===== src/rtl/vsmc_pkg.sv =====
// vsmc_pkg: shared types, codes and the mode transition table for the
// voice session mode controller; no dependencies
`default_nettype none

package vsmc_pkg;

    localparam int unsigned CFG_IDX_W   = 1;
    localparam int unsigned CFG_DATA_W  = 20;
    localparam int unsigned GEN_W       = 32;
    localparam int unsigned SINCE_W     = 20;
    localparam int unsigned ELAPSED_W   = 21;

    localparam logic [CFG_DATA_W-1:0] WAKE_COOLDOWN_RST  = 20'd2000;
    localparam logic [CFG_DATA_W-1:0] DIALOG_TIMEOUT_RST = 20'd10000;
    localparam logic [GEN_W-1:0]      GEN_RST            = 32'd1;

    localparam logic [CFG_IDX_W-1:0] CFG_WAKE_COOLDOWN  = 1'd0;
    localparam logic [CFG_IDX_W-1:0] CFG_DIALOG_TIMEOUT = 1'd1;

    typedef enum logic [3:0] {
        OP_TICK         = 4'd0,
        OP_SAMPLE       = 4'd1,
        OP_START        = 4'd2,
        OP_WAKE         = 4'd3,
        OP_DIALOG_START = 4'd4,
        OP_DIALOG_END   = 4'd5,
        OP_PTT_START    = 4'd6,
        OP_PTT_RELEASE  = 4'd7,
        OP_ERROR        = 4'd8,
        OP_STOP         = 4'd9
    } t_op;

    typedef enum logic [2:0] {
        M_STOPPED   = 3'd0,
        M_WAKE      = 3'd1,
        M_TO_DIALOG = 3'd2,
        M_DIALOG    = 3'd3,
        M_TO_WAKE   = 3'd4,
        M_PTT       = 3'd5,
        M_ERRREC    = 3'd6
    } t_mode;

    typedef enum logic [2:0] {
        ST_OK       = 3'd0,
        ST_STALE    = 3'd1,
        ST_COOLDOWN = 3'd2,
        ST_INVALID  = 3'd3,
        ST_IGNORED  = 3'd4
    } t_status;

    typedef enum logic [1:0] {
        RT_NONE   = 2'd0,
        RT_WAKE   = 2'd1,
        RT_DIALOG = 2'd2
    } t_route;

    typedef struct packed {
        logic [3:0]       op;
        logic [GEN_W-1:0] event_generation;
        logic             terminate_request;
        logic signed [15:0] sample;
    } t_in_item;

    typedef struct packed {
        t_mode              mode;
        logic [GEN_W-1:0]   generation;
        t_route             route;
        logic signed [15:0] sample_out;
        logic               post_dialog_start;
        logic [1:0]         post_terminal_count;
        logic               rec_begin;
        logic               rec_end;
        t_status            status;
    } t_out_item;

    // legal mode transitions
    function automatic logic f_allowed(input logic [2:0] from, input t_mode to);
        logic [7:0] row;
        row = 8'd0;
        case (from)
            M_STOPPED:   row[M_WAKE] = 1'b1;
            M_WAKE: begin
                row[M_TO_DIALOG] = 1'b1;
                row[M_PTT]       = 1'b1;
                row[M_STOPPED]   = 1'b1;
                row[M_ERRREC]    = 1'b1;
            end
            M_TO_DIALOG: begin
                row[M_DIALOG] = 1'b1;
                row[M_ERRREC] = 1'b1;
            end
            M_DIALOG: begin
                row[M_TO_WAKE] = 1'b1;
                row[M_ERRREC]  = 1'b1;
            end
            M_TO_WAKE: begin
                row[M_WAKE]   = 1'b1;
                row[M_ERRREC] = 1'b1;
            end
            M_PTT: begin
                row[M_TO_WAKE] = 1'b1;
                row[M_ERRREC]  = 1'b1;
            end
            M_ERRREC: begin
                row[M_WAKE]    = 1'b1;
                row[M_STOPPED] = 1'b1;
            end
            default: row = 8'd0;
        endcase
        return row[to];
    endfunction

endpackage

`default_nettype wire


===== src/rtl/voice_session_mode_controller.sv =====
// voice_session_mode_controller: an input transfer reaches its result
// transfer through the input register, then the result register
// throughput one item per cycle while the result is not stalled; state is
// updated as an item leaves the input register, so items go back to back
// reset (synchronous, i_rst_n low) clears modes, timers, valids and sets
// generation to one and the config registers to their defaults
// depends on vsmc_pkg
`default_nettype none

module voice_session_mode_controller
    import vsmc_pkg::*;
(
    input  wire logic                  i_clk,
    input  wire logic                  i_rst_n,
    input  wire logic                  i_in_valid,
    output logic                       o_in_stall,
    input  wire t_in_item              i_in,
    output logic                       o_out_valid,
    input  wire logic                  i_out_stall,
    output t_out_item                  o_out,
    input  wire logic                  i_cfg_valid,
    output logic                       o_cfg_ready,
    input  wire logic [CFG_IDX_W-1:0]  i_cfg_index,
    input  wire logic [CFG_DATA_W-1:0] i_cfg_data
);

    logic                  r_in_valid;
    t_in_item              r_in;
    logic                  r_out_valid;
    t_out_item             r_out;

    logic [CFG_DATA_W-1:0] r_wake_cooldown;
    logic [CFG_DATA_W-1:0] r_dialog_timeout;

    logic [2:0]            r_mode,      n_mode;
    logic [GEN_W-1:0]      r_gen,       n_gen;
    logic                  r_running,   n_running;
    logic                  r_armed,     n_armed;
    logic [SINCE_W-1:0]    r_since,     n_since;
    logic                  r_timer_on,  n_timer_on;
    logic [ELAPSED_W-1:0]  r_elapsed,   n_elapsed;
    t_out_item             n_out;

    logic                  w_out_free;
    logic                  w_proc;
    logic                  w_in_take;
    logic [GEN_W-1:0]      w_gen_inc;
    logic                  w_gen_match;
    logic                  w_err_a;
    logic                  w_err_b;
    logic [2:0]            w_err_m1;
    logic                  w_term_timeout;

    assign w_out_free  = !r_out_valid || !i_out_stall;
    assign w_proc      = r_in_valid && w_out_free;
    assign o_in_stall  = r_in_valid && !w_out_free;
    assign w_in_take   = i_in_valid && !o_in_stall;
    assign o_cfg_ready = 1'b1;
    assign o_out_valid = r_out_valid;
    assign o_out       = r_out;

    assign w_gen_inc   = (r_gen == {GEN_W{1'b1}}) ? GEN_RST : r_gen + GEN_RST;
    assign w_gen_match = (r_in.event_generation == r_gen);
    assign w_err_a     = f_allowed(r_mode, M_ERRREC);
    assign w_err_m1    = w_err_a ? M_ERRREC : r_mode;
    assign w_err_b     = f_allowed(w_err_m1, M_WAKE);

    always_comb begin
        n_mode     = r_mode;
        n_gen      = r_gen;
        n_running  = r_running;
        n_armed    = r_armed;
        n_since    = r_since;
        n_timer_on = r_timer_on;
        n_elapsed  = r_elapsed;
        w_term_timeout = 1'b0;

        n_out                     = '0;
        n_out.route               = RT_NONE;
        n_out.status              = ST_OK;

        case (r_in.op)
            OP_TICK: begin
                if (r_since != {SINCE_W{1'b1}}) begin
                    n_since = r_since + 1'b1;
                end
                if (r_timer_on && r_elapsed != {ELAPSED_W{1'b1}}) begin
                    n_elapsed = r_elapsed + 1'b1;
                end
                if (r_running && r_mode == M_DIALOG && r_timer_on) begin
                    w_term_timeout = (n_elapsed > {1'b0, r_dialog_timeout});
                    n_out.post_terminal_count = {1'b0, w_term_timeout}
                                              + {1'b0, r_in.terminate_request};
                end
            end
            OP_SAMPLE: begin
                if (r_running) begin
                    if (r_mode == M_WAKE) begin
                        n_out.route = RT_WAKE;
                    end else if (r_mode == M_DIALOG || r_mode == M_PTT) begin
                        n_out.route = RT_DIALOG;
                    end
                end
                if (n_out.route != RT_NONE) begin
                    n_out.sample_out = r_in.sample;
                end
            end
            OP_START: begin
                if (r_running) begin
                    n_out.status = ST_IGNORED;
                end else begin
                    n_running = 1'b1;
                    if (f_allowed(r_mode, M_WAKE)) begin
                        n_mode = M_WAKE;
                    end else begin
                        n_out.status = ST_INVALID;
                    end
                end
            end
            OP_WAKE: begin
                if (!r_running) begin
                    n_out.status = ST_IGNORED;
                end else if (!w_gen_match) begin
                    n_out.status = ST_STALE;
                end else if (r_armed && r_since < r_wake_cooldown) begin
                    n_out.status = ST_COOLDOWN;
                end else begin
                    n_armed = 1'b1;
                    n_since = '0;
                    n_gen   = w_gen_inc;
                    if (r_mode == M_WAKE) begin
                        n_mode = M_TO_DIALOG;
                        n_out.post_dialog_start = 1'b1;
                    end
                end
            end
            OP_DIALOG_START: begin
                if (!r_running) begin
                    n_out.status = ST_IGNORED;
                end else if (!w_gen_match) begin
                    n_out.status = ST_STALE;
                end else if (r_mode == M_TO_DIALOG) begin
                    n_mode     = M_DIALOG;
                    n_timer_on = 1'b1;
                    n_elapsed  = '0;
                    n_out.rec_begin = 1'b1;
                end
            end
            OP_DIALOG_END: begin
                if (!r_running) begin
                    n_out.status = ST_IGNORED;
                end else if (!w_gen_match) begin
                    n_out.status = ST_STALE;
                end else begin
                    n_timer_on = 1'b0;
                    n_elapsed  = '0;
                    n_out.rec_end = 1'b1;
                    if (r_mode == M_DIALOG) begin
                        n_mode  = M_WAKE;
                        n_armed = 1'b1;
                        n_since = '0;
                    end
                end
            end
            OP_ERROR: begin
                if (!r_running) begin
                    n_out.status = ST_IGNORED;
                end else if (r_mode == M_STOPPED) begin
                    n_out.status = ST_INVALID;
                end else begin
                    n_armed = 1'b1;
                    n_since = '0;
                    n_mode  = w_err_b ? M_WAKE : w_err_m1;
                    if (!w_err_a || !w_err_b) begin
                        n_out.status = ST_INVALID;
                    end
                end
            end
            OP_STOP: begin
                if (!r_running) begin
                    n_out.status = ST_IGNORED;
                end else begin
                    n_running = 1'b0;
                    if (f_allowed(r_mode, M_STOPPED)) begin
                        n_mode = M_STOPPED;
                    end else begin
                        n_out.status = ST_INVALID;
                    end
                end
            end
            default: begin
                n_out.status = ST_IGNORED;
            end
        endcase

        n_out.mode       = t_mode'(n_mode);
        n_out.generation = n_gen;
    end

    always_ff @(posedge i_clk) begin
        if (!i_rst_n) begin
            r_in_valid       <= 1'b0;
            r_out_valid      <= 1'b0;
            r_wake_cooldown  <= WAKE_COOLDOWN_RST;
            r_dialog_timeout <= DIALOG_TIMEOUT_RST;
            r_mode           <= M_STOPPED;
            r_gen            <= GEN_RST;
            r_running        <= 1'b0;
            r_armed          <= 1'b0;
            r_since          <= '0;
            r_timer_on       <= 1'b0;
            r_elapsed        <= '0;
        end else begin
            if (w_in_take) begin
                r_in_valid <= 1'b1;
            end else if (w_proc) begin
                r_in_valid <= 1'b0;
            end

            if (w_proc) begin
                r_out_valid <= 1'b1;
            end else if (!i_out_stall) begin
                r_out_valid <= 1'b0;
            end

            if (i_cfg_valid && o_cfg_ready) begin
                case (i_cfg_index)
                    CFG_WAKE_COOLDOWN:  r_wake_cooldown  <= i_cfg_data;
                    CFG_DIALOG_TIMEOUT: r_dialog_timeout <= i_cfg_data;
                    default: ;
                endcase
            end

            if (w_proc) begin
                r_mode     <= n_mode;
                r_gen      <= n_gen;
                r_running  <= n_running;
                r_armed    <= n_armed;
                r_since    <= n_since;
                r_timer_on <= n_timer_on;
                r_elapsed  <= n_elapsed;
            end
        end
    end

    // payload registers
    always_ff @(posedge i_clk) begin
        if (w_in_take) begin
            r_in <= i_in;
        end
        if (w_proc) begin
            r_out <= n_out;
        end
    end

    a_gen_nonzero: assert property (@(posedge i_clk) disable iff (!i_rst_n)
        r_gen != '0)
        else $error("generation reached zero");

    a_term_in_dialog: assert property (@(posedge i_clk) disable iff (!i_rst_n)
        r_out_valid && r_out.post_terminal_count != 2'd0 |-> r_out.mode == M_DIALOG)
        else $error("termination request outside dialog mode");

    a_begin_starts_timer: assert property (@(posedge i_clk) disable iff (!i_rst_n)
        w_proc && n_out.rec_begin |=> r_timer_on && r_elapsed == '0
            && r_mode == M_DIALOG)
        else $error("dialog begin without timer start");

    a_in_hold: assert property (@(posedge i_clk) disable iff (!i_rst_n)
        r_in_valid && !w_out_free |=> r_in_valid && $stable(r_in))
        else $error("input register lost a held item");

endmodule

`default_nettype wire


===== config.mk =====
export PLATFORM = sky130hd
export DESIGN_NAME = voice_session_mode_controller
export DESIGN_NICKNAME = d
export VERILOG_FILES = /design/src/rtl/vsmc_pkg.sv /design/src/rtl/voice_session_mode_controller.sv
export SDC_FILE = /design/constraint.sdc
export NUM_CORES = 1
export LEC_CHECK = 0
export ABC_AREA = 1
export BUFFER_PORTS_ARGS = -buffer_cell sky130_fd_sc_hd__buf_2
export CAP_MARGIN = 15
export CELL_PAD_IN_SITES_DETAIL_PLACEMENT = 1
export CELL_PAD_IN_SITES_GLOBAL_PLACEMENT = 1
export CORE_ASPECT_RATIO = 0.6
export CORE_MARGIN = 5
export CORE_UTILIZATION = 47
export CTS_BUF_LIST = sky130_fd_sc_hd__clkbuf_16
export CTS_CLUSTER_DIAMETER = 80
export DETAILED_ROUTE_END_ITERATION = 12
export PLACE_DENSITY = 0.92
export SLEW_MARGIN = 30
export SYNTH_ARGS = -nofsm -noshare
export SYNTH_HDL_FRONTEND = slang
export SYNTH_SLANG_ARGS = --single-unit

===== constraint.sdc =====
create_clock -name i_clk -period 7.4 [get_ports i_clk]
set_input_delay 1.11 -clock i_clk [delete_from_list [all_inputs] [get_ports i_clk]]
set_output_delay 1.11 -clock i_clk [all_outputs]
set_load 0.02 [all_outputs]

==> results_dict.tcl, run 1 <==
set metrics [dict create \
    synth_top_family_by_area "simple AND/OR/NAND/NOR gates" \
    syn_to_final_growth_pct 13.36 \
    critPathLaunchType "register" \
    r2r_cells 21 \
    synth_fa_ha_area_share_pct 4.191 \
    synth_compound_area_share_pct 11.12 \
    clkLatencyLatePin_ns 0.54 \
    initial_core_util_pct 48.17 \
    fp-row-count 46 \
    timing.hold.ws_ns 0.4619 \
    dp_hpwl_um 31980 \
    rsz0062_at_grt "no" \
    syn_inst 1639 \
    ctsResizeCount 0 \
    viasPerCell 5.648 \
    yosys_warnings 0 \
    drt_iter0_drc 1184 \
    grt_use_total_pct 27.65 \
    die_height_um 138.0 \
    cts_hold_buf 0 \
    ys_ff_latch 235 \
    die_area_um2 30820 \
    htreeDepth 1 \
    ir_worst_vdd_v 0.0001430 \
    synth.cell_area_um2 12840 \
    synthSimpleGateAreaFrac_pct 24.79 \
    fin_crit_sh_pct 53.46 \
    syn_nets 1761 \
    grt_pass1_wl_um 69480 \
    cts_tree "yes" \
    drive_gt1_share_pct 13.25 \
    numClockSinks 235 \
    synth_edf_count 114 \
    io_buffer_count 141 \
    yosys.area_share.xor_xnor_pct 4.640 \
    clock_tree.root_cell "clkbuf_16" \
    coreArea_um2 26650 \
    final_common_cell "nand2_1" \
    status "finished, final reports clean" \
    netlist.area_leader.share_pct 26.67 \
    ant_nets 0 \
    setup_tns_ns 0 \
    die_x_um 223.4 \
    reg2reg_from "r_elapsed[0]$_SDFFE_PN0P_" \
    async_flop_share_pct 0 \
    grt_overflow 0 \
    gp_congestion 0.9540 \
    worst_ep_arrival_time_ns 4.24 \
    first_pass_iters 5 \
    slew_headroom_pct 44.38 \
    max_freq_mhz 252.8 \
    mostFrequentLayoutCells "371 x nand2_1, 241 x inv_1, 155 x nor2_1, 141 x buf_2, 129 x a21oi_1" \
    num_vias 12050 \
    slowest_delay_ns 0.40 \
    grt_max_degree 70 \
    leakagePower_uw 0.006359 \
    finalHoldViolCount 0 \
    fin_nets 1878 \
    power_density_nw_per_um2 209.7 \
    clk_pin_slew_worst_paths_ns 0.07 \
    cp-end-kind "register" \
    timing.final.max_slew_violations 0 \
    postRouteWirelength_um 44260 \
    reg2reg_to "o_out[5]$_SDFFCE_PN0P_" \
    postCtsSetupBuffers 0 \
    cp-startpoint "r_elapsed[0]$_SDFFE_PN0P_" \
    grt_antenna_before_repair 2 \
    endpoint "o_out[5]$_SDFFCE_PN0P_" \
    path_cells "ha_1 > nand2_1 > nor2_1 > nand2_1 > nor2_1 > a21oi_2 > buf_4 > nand2_1 > xor2_1 > inv_1 > ha_1 > nand2_1 > o21ai_0 > a21o_1 > a21oi_1 > nor4_1 > nor2_1 > nor2_1 > ha_1 > inv_1 > nor2_1" \
    cp.required_ns 7.68 \
    worst_pin_slew_ns 0.8267 \
    cp_slowest_cell "a21oi_2" \
    num_antenna_cells 0 \
    numCtsBuffers 24 \
    yosysTopAreaCell "edfxtp_1" \
    ctsLongestPathBuffers 3 \
    drt-wirelength-per-cell_um 20.74 \
    fin_cells 2134 \
    io_pins 143 \
    maxCapViolations 0 \
    hp-start "r_armed$_SDFFE_PN0P_" \
    cp_max_fo 21 \
    synth_cell_types 51 \
    synth_mux_area_share_pct 0 \
    synth_area_leaders "edfxtp_1 27%, dfxtp_1 19%, nand2_1 11%" \
    setup_viol 0 \
    regToRegSetupSlack_ns 3.44 \
    grt_pass1_vias 12560 \
    period_needed_ns 3.956 \
    setup.worst_path.class "register to register" \
    drcViolationCount 0 \
    finClkSkew_ns 0.01372 \
    yosysSeqAreaShare_pct 45.54 \
    hold_class "register to register" \
    dp_cells 2090 \
    synth-main-ff-cell "dfxtp_1" \
    avgSynthCellArea_um2 7.832 \
    worst_path_most_repeated_cell "nor2_1" \
    power_uw 3052 \
]
## metrics by stage
step,setup WS (ns),utilization [%],instance area (um^2)
after floorplan,3.476,-,12840
after global placement,3.643,51.67,13770
after detailed placement,3.535,51.67,13770
after CTS,3.481,54.61,14550
after global routing,3.191,54.61,14550
final,3.444,54.61,14550
## worst min path at each step
| stage | to | slack, ns | cells after the start |
|---|---|---|---|
| after floorplan | r_wake_cooldown[0]$_SDFFE_PN0P_ | 0.42 | 2 |
| after global placement | r_wake_cooldown[0]$_SDFFE_PN0P_ | 0.45 | 2 |
| after detailed placement | r_wake_cooldown[13]$_SDFFE_PN0P_ | 0.46 | 2 |
| after CTS | r_wake_cooldown[13]$_SDFFE_PN0P_ | 0.47 | 2 |
| after global routing | r_wake_cooldown[13]$_SDFFE_PN0P_ | 0.48 | 2 |
| final | r_armed$_SDFFE_PN0P_ | 0.46 | 2 |
## cell usage after synthesis (3+ instances only)
master / number
nor3b_1: 4
o21ai_0: 98
xor2_1: 43
nor2_2: 5
nand4_1: 60
nor2_4: 4
o211ai_1: 17
nand3_1: 56
dfxtp_1: 121
xnor2_1: 25
buf_6: 7
nand2_1: 371
nor3_4: 3
nor4_1: 10
ha_1: 43
nor2_1: 156
buf_2: 7
nand3_2: 3
nand2_2: 3
nand3b_1: 3
inv_2: 15
edfxtp_1: 114
inv_1: 238
clkbuf_1: 39
nor3_2: 3
a21oi_1: 130
nand2_4: 3
nor3_1: 25
## area by class of cell
| type | count | area [um^2] |
|---|---|---|
| clock buffer | 26 | 650.6 |
| clock inverter | 18 | 132.6 |
| fill | 3323 | 12100 |
| inverter | 256 | 963.4 |
| multi-input combinational | 1092 | 5758 |
| sequential | 235 | 5846 |
| tap | 360 | 450.4 |
| timing repair buffer | 147 | 750.7 |
## routing by layer
layer  track usage (%)  vias to the layer above  part of all wire (%)
li1                  -                     5596                     -
met1             38.93                     5885                    44
met2             43.15                      470                    44
met3             6.664                       99                   8.7
met4             7.055                        2                   2.5
met5                 0                        -                 0.029
## cell families (layout without fill, tap and decap cells)
family                   after synthesis  after routing
XOR/XNOR                              68             68
flip-flops                           235            235
AO/OA/AOI/OAI                        264            264
AND/OR/NAND/NOR                      716            716
buffers and inverters                312            447
adder cells (fa/ha/maj)               43             43
other                                  1              1
## report_power, final
| group | switching, uW | internal, uW |
|---|---|---|
| combinational | 229 | 98.2 |
| sequential | 51.4 | 1430 |
| clock | 540 | 702 |
| total | 820 | 2230 |
## sequential cells by signal, summed over array words and instances (netlist names)
signal and count:
o_out 61, o_out_valid 1, r_armed 1, r_dialog_timeout 20, r_elapsed 21, r_gen 32
r_in 53, r_in_valid 1, r_mode 3, r_running 1, r_since 20, r_timer_on 1
r_wake_cooldown 20
## critical path: cells and delay by family (launching register included)
| family | cells | cell delay, ns |
|---|---|---|
| flops | 1 | 0.34 |
| compound gates | 4 | 0.83 |
| fa+ha+maj | 3 | 0.81 |
| simple gates | 10 | 1.10 |
| xor+xnor | 1 | 0.14 |
| buf+inv | 3 | 0.48 |
No activity file was read; power rests on OpenSTA's default activity.
==> inputs of run 2 (changes only) <==
--- a/config.mk
+++ b/config.mk
@@ -12,11 +12,11 @@
 export CELL_PAD_IN_SITES_GLOBAL_PLACEMENT = 1
 export CORE_ASPECT_RATIO = 0.6
 export CORE_MARGIN = 5
-export CORE_UTILIZATION = 47
+export CORE_UTILIZATION = 40
 export CTS_BUF_LIST = sky130_fd_sc_hd__clkbuf_16
 export CTS_CLUSTER_DIAMETER = 80
 export DETAILED_ROUTE_END_ITERATION = 12
-export PLACE_DENSITY = 0.92
+export PLACE_DENSITY = 0.84
 export SLEW_MARGIN = 30
 export SYNTH_ARGS = -nofsm -noshare
 export SYNTH_HDL_FRONTEND = slang
==> constraint.sdc (replaced) <==
create_clock -name i_clk -period 3.4 [get_ports i_clk]
set_input_delay 0.51 -clock i_clk [delete_from_list [all_inputs] [get_ports i_clk]]
set_output_delay 0.51 -clock i_clk [all_outputs]
set_load 0.02 [all_outputs]
==> run 2 against run 1 <==
Against the previous run: the flow now finishes with violations (setup timing); maximum frequency increased by 16%; sequential share of layout area decreased by 1.9 points; utilization decreased by 5.9 points; critical endpoint unchanged; highest routed layer is now met4.
==> results_dict.tcl, run 2 (same netlist as run 1, synthesis figures left out) <==
set metrics [dict create \
    status "finished with violations" \
    violations "setup timing" \
    dp_slack_ns -0.1175 \
    max_freq_mhz 294.1 \
    finClkSkew_ns 0.01573 \
    io_pins 143 \
    setup_viol 1 \
    postRouteWirelength_um 43190 \
    grt_pass1_wl_um 66320 \
    drt-wirelength-per-cell_um 19.31 \
    num_antenna_cells 0 \
    dp_cells 2182 \
    regToRegSetupSlack_ns -0.0007 \
    io_buffer_count 141 \
    die_x_um 241.3 \
    num_vias 11960 \
    largest_reg_flops 61 \
    period_needed_ns 3.401 \
    fin_cells 2236 \
    gp_congestion 0.9201 \
    cp-end-kind "register" \
    syn_to_final_growth_pct 19.12 \
    die_height_um 148.8 \
    rsz0062_at_grt "yes" \
    drt_iter0_drc 903 \
    ant_nets 0 \
    n_fill_cell 3903 \
    maxCapViolations 0 \
    fin_crit_sh_pct 100.0 \
    fin_nets 1924 \
    critPathLaunchType "register" \
    clkLatencyLatePin_ns 0.54 \
    setup.worst_path.class "register to register" \
    drcViolationCount 0 \
    final_common_cell "nand2_1" \
    ir_worst_vdd_v 0.0002965 \
    die_area_um2 35890 \
    coreArea_um2 31410 \
    initial_core_util_pct 40.87 \
    mostFrequentLayoutCells "367 x nand2_1, 243 x inv_1, 149 x nor2_1, 141 x buf_2, 126 x a21oi_1" \
    timing.final.max_slew_violations 0 \
    finalHoldViolCount 0 \
    grt_overflow 0 \
    cp.required_ns 3.70 \
    min_to "r_in[25]$_DFFE_PP_" \
    grt_max_degree 114 \
    leakagePower_uw 0.006665 \
    power_density_nw_per_um2 433.5 \
    grt_antenna_before_repair 0 \
    r2r_cells 18 \
    htreeDepth 1 \
    hp-start "i_in[25]" \
    worst_pin_slew_ns 0.8047 \
    clock_tree.root_cell "clkbuf_16" \
    cts_tree "yes" \
    dp_hpwl_um 32010 \
    hold_class "primary input to register" \
    ctsLongestPathBuffers 3 \
    drive_gt1_share_pct 17.20 \
    numClockSinks 235 \
    slew_headroom_pct 46.35 \
    reg2reg_from "r_elapsed[1]$_SDFFE_PN0P_" \
    first_pass_iters 5 \
    setup_tns_ns -0.0006533 \
    cp_max_fo 6 \
    grt_use_total_pct 22.94 \
    viasPerCell 5.350 \
    numCtsBuffers 24 \
    clk_pin_slew_worst_paths_ns 0.06 \
    fp-row-count 50 \
    worst_ep_arrival_time_ns 3.70 \
    grt_pass1_vias 12120 \
    fin_ws_ns -0.0006533 \
    reg2reg_to "o_out[5]$_SDFFCE_PN0P_" \
    min_path_cells 1 \
]
## run 2: cell count changes in the layout (fill, tap and decap cells not counted), moves of 4 or more
cell	previous run	this run
nand2_1	371	367
ha_4	0	7
clkinv_2	7	3
nor2_1	155	149
ha_1	43	36
o21ai_1	2	7
o21ai_0	98	91
nor2_2	5	9
buf_4	6	45
## run 2: critical path, cell delays in order (launching register included)
cell and delay [ns]:
dfxtp_2 0.34, ha_4 0.17, nand2_4 0.08, nor2_4 0.05, nand2_2 0.10, nor2_4 0.05
a21oi_4 0.26, buf_12 0.18, nand2_1 0.08, xor2_1 0.19, inv_1 0.15, ha_4 0.31
nand4_1 0.09, or4_4 0.54, nor3_4 0.17, nor2_1 0.06, ha_1 0.26, inv_1 0.05
nor2_1 0.04
## run 2: final cells by class
cell class / count / area, um^2 / area share [%]
multi-input cells: 1092 / 5981 / 39.12
inverters: 256 / 963.4 / 6.301
repair buffers: 193 / 1190 / 7.782
clock inverters: 18 / 135.1 / 0.8838
flip-flops and latches: 235 / 5849 / 38.26
well taps: 416 / 520.5 / 3.404
clock buffers: 26 / 650.6 / 4.255
## run 2: stage by stage
stage / power, uW / hold WS [ns] / util, % / area, um^2
CTS: 6654 / 0.1207 / 47.61 / 14950
floorplan: 3705 / 0.4245 / - / 12840
global route: 6891 / 0.1185 / 48.69 / 15290
global placement: 3932 / 0.4482 / 45.00 / 14130
detailed placement: 3976 / 0.4497 / 45.00 / 14130
finish: 6629 / 0.1414 / 48.69 / 15290
## run 2: how the worst max path moves through the flow
| stage | startpoint | to | cells past startpoint |
|---|---|---|---|
| 4_1_cts | r_elapsed[1]$_SDFFE_PN0P_ | o_out[5]$_SDFFCE_PN0P_ | 22 |
| 3_5_place_dp | r_elapsed[1]$_SDFFE_PN0P_ | o_out[5]$_SDFFCE_PN0P_ | 22 |
| 6_report | r_elapsed[1]$_SDFFE_PN0P_ | o_out[5]$_SDFFCE_PN0P_ | 18 |
| 2_1_floorplan | i_out_stall | o_out[0]$_DFFE_PP_ | 5 |
| 3_3_place_gp | r_elapsed[1]$_SDFFE_PN0P_ | o_out[5]$_SDFFCE_PN0P_ | 18 |
| 5_1_grt | r_elapsed[1]$_SDFFE_PN0P_ | o_out[5]$_SDFFCE_PN0P_ | 18 |
## run 2: power breakdown
part | internal [uW] | total (uW) | switching (uW)
clock network | 1530 | 2680 | 1150
logic | 236 | 734 | 497
registers | 3120 | 3220 | 100
total | 4880 | 6630 | 1750
## run 2: per-layer routing
layer  up-vias  part of all wire, %  global-route usage [%]
met3        56                  7.3                   5.358
met1      5854                   47                   33.64
met4         0                  1.9                   4.453
li1       5686                    -                       -
met2       367                   44                   34.89
met5         -                    0                       0
## run 2: timing repair
action                                  4_1_cts  5_1_grt
hold buffers                                  0        0
cloned                                        0        3
endpoints found under the setup margin        2        2
setup buffers                                 0        7
pin swaps                                     4       14
gates resized for setup                       9       44
==> inputs of run 3 (changes only) <==
--- a/config.mk
+++ b/config.mk
@@ -12,11 +12,12 @@
 export CELL_PAD_IN_SITES_GLOBAL_PLACEMENT = 1
 export CORE_ASPECT_RATIO = 0.6
 export CORE_MARGIN = 5
-export CORE_UTILIZATION = 40
+export CORE_UTILIZATION = 35
 export CTS_BUF_LIST = sky130_fd_sc_hd__clkbuf_16
 export CTS_CLUSTER_DIAMETER = 80
 export DETAILED_ROUTE_END_ITERATION = 12
-export PLACE_DENSITY = 0.84
+export PLACE_DENSITY = 0.76
+export SKIP_CTS_REPAIR_TIMING = 1
 export SLEW_MARGIN = 30
 export SYNTH_ARGS = -nofsm -noshare
 export SYNTH_HDL_FRONTEND = slang
==> run 3 against run 2 <==
Against the previous run: the flow now finishes without violations; register-to-register slack improved by 0.05 ns; setup slack improved by 0.054 ns; non-clock buffer count decreased by 12; critical path depth decreased by 1; first-iteration DRC count decreased by 9.6%; maximum frequency increased by 1.6%; critical path type unchanged; highest routed layer is now met5; largest power group unchanged.
==> results_dict.tcl, run 3 (same netlist as run 1, synthesis figures left out) <==
set metrics [dict create \
    fin_nets 1913 \
    seq_power_share_pct 46.2 \
    ctsLongestPathBuffers 3 \
    ant_nets 0 \
    numClockSinks 235 \
    gp_congestion 0.9007 \
    multi_input_area_um2 5956 \
    die_x_um 257.2 \
    io_pins 143 \
    dp_hpwl_um 31820 \
    die_area_um2 40730 \
    setup.worst_path.class "register to register" \
    clock_tree.root_cell "clkbuf_16" \
    switching_share_pct 26.32 \
    setup_tns_ns 0 \
    htreeDepth 1 \
    clockPowerShare_pct 43.4 \
    p_switching_uw 1832 \
    io_buffer_count 141 \
    post-route-util_pct 42.18 \
    postRouteWirelength_um 42420 \
    timing.final.max_slew_violations 0 \
    fin_crit_sh_pct 98.42 \
    mostFrequentLayoutCells "369 x nand2_1, 237 x inv_1, 150 x nor2_1, 141 x buf_2, 127 x a21oi_1" \
    cp-end-kind "register" \
    intPower_uw 5129 \
    viasPerCell 5.136 \
    syn_to_final_growth_pct 19.23 \
    drcViolationCount 0 \
    grt_pass1_wl_um 65870 \
    initial_core_util_pct 35.38 \
    status "finished, final reports clean" \
    maxCapViolations 0 \
    leakagePower_uw 0.006595 \
    cts_tree "yes" \
    regToRegSetupSlack_ns 0.05 \
    finClkSkew_ns 0.02024 \
    grt_antenna_before_repair 2 \
    first_pass_iters 7 \
    clk_pin_slew_worst_paths_ns 0.07 \
    drt_iter0_drc 816 \
    n_fill_cell 4396 \
    coreArea_um2 36280 \
    num_vias 11750 \
    slew_headroom_pct 39.36 \
    drt-wirelength-per-cell_um 18.55 \
    regArea_um2 5854 \
    largest_reg_flops 61 \
    period_needed_ns 3.346 \
    final_common_cell "nand2_1" \
    grt_max_degree 105 \
    numCtsBuffers 25 \
    grt_overflow 0 \
    ir_worst_vdd_v 0.0003083 \
    drive_gt1_share_pct 17.18 \
    grt_use_total_pct 20.10 \
    cp_max_fo 9 \
    combinationalPowerShare_pct 10.5 \
    grt_pass1_vias 11750 \
    cp.required_ns 3.71 \
    power_density_nw_per_um2 454.9 \
    die_height_um 158.3 \
    fp-row-count 54 \
    worst_pin_slew_ns 0.9013 \
    critPathLaunchType "register" \
    setup_viol 0 \
    clkLatencyLatePin_ns 0.55 \
    max_freq_mhz 298.8 \
    finalHoldViolCount 0 \
    hold_class "primary input to register" \
    worst_ep_arrival_time_ns 3.65 \
]
[run 3: changes by cell type in the layout (fill, tap and decap cells not counted), moves of 3 or more]
cell,delta
buf_4,-10
bufinv_16,+3
clkbuf_16,-3
clkinv_1,-3
clkinvlp_4,+4
dfxtp_1,-4
dfxtp_2,+4
inv_1,-6
inv_2,+4
[run 3: metrics by stage]
step           setup WS, ns  hold WS (ns)  cell area [um^2]  instances  power [uW]
3_5_place_dp       -0.08813        0.4592             14170       2237        3982
6_report            0.05372        0.1325             15300       2287        6962
3_3_place_gp         0.1119        0.4498             14170       2237        3944
2_1_floorplan       0.07562        0.4245             12840       1639        3705
4_1_cts             -0.1176        0.1046             15060       2283        7028
5_1_grt            -0.07752        0.1028             15300       2287        7272
[run 3: area by class of cell]
type / instances / area share [%]
sequential: 235 / 38.25
multi-input combinational: 1092 / 38.91
inverter: 256 / 6.295
timing repair buffer: 181 / 6.810
clock inverter: 20 / 1.570
antenna: 1 / 0.01635
clock buffer: 26 / 4.251
tap: 476 / 3.891
[run 3: worst max-delay path, cell delays in order, from the launching register on]
cell and delay, ns:
dfxtp_2 0.36, ha_4 0.15, nand2_4 0.06, nor2_4 0.12, nand2_1 0.11, nor2_2 0.21, a21oi_4 0.13, buf_6 0.16
o21ai_0 0.18, inv_1 0.12, ha_4 0.29, nand4_1 0.10, or4_4 0.55, nor3_2 0.12, nor2_1 0.06, ha_1 0.28
inv_1 0.05, nor2_1 0.04
[run 3: worst paths after layout]
path | startpoint | to | depth (start not counted)
setup / recovery | r_elapsed[1]$_SDFFE_PN0P_ | o_out[5]$_SDFFCE_PN0P_ | 17
hold / removal | i_in[25] | r_in[25]$_DFFE_PP_ | 1
setup reg to reg | r_elapsed[1]$_SDFFE_PN0P_ | o_out[5]$_SDFFCE_PN0P_ | 17
hold reg to reg | r_wake_cooldown[19]$_SDFFE_PN0P_ | r_wake_cooldown[19]$_SDFFE_PN0P_ | 2
[run 3: layer usage]
metal | vias up | routed length [um] | GRT usage, %
li1 | 5668 | - | -
met1 | 5713 | 21170 | 30.49
met2 | 312 | 18110 | 30.39
met3 | 52 | 2371 | 3.281
met4 | 2 | 753 | 3.984
met5 | - | 15 | 0
[run 3: power groups by stage]
stage | combinational, uW | sequential, uW | clock [uW]
finish | 729 | 3210 | 3020
global route | 811 | 3230 | 3230
CTS | 716 | 3210 | 3100
detailed placement | 709 | 3270 | 0
global placement | 676 | 3270 | 0
floorplan | 421 | 3280 | 0
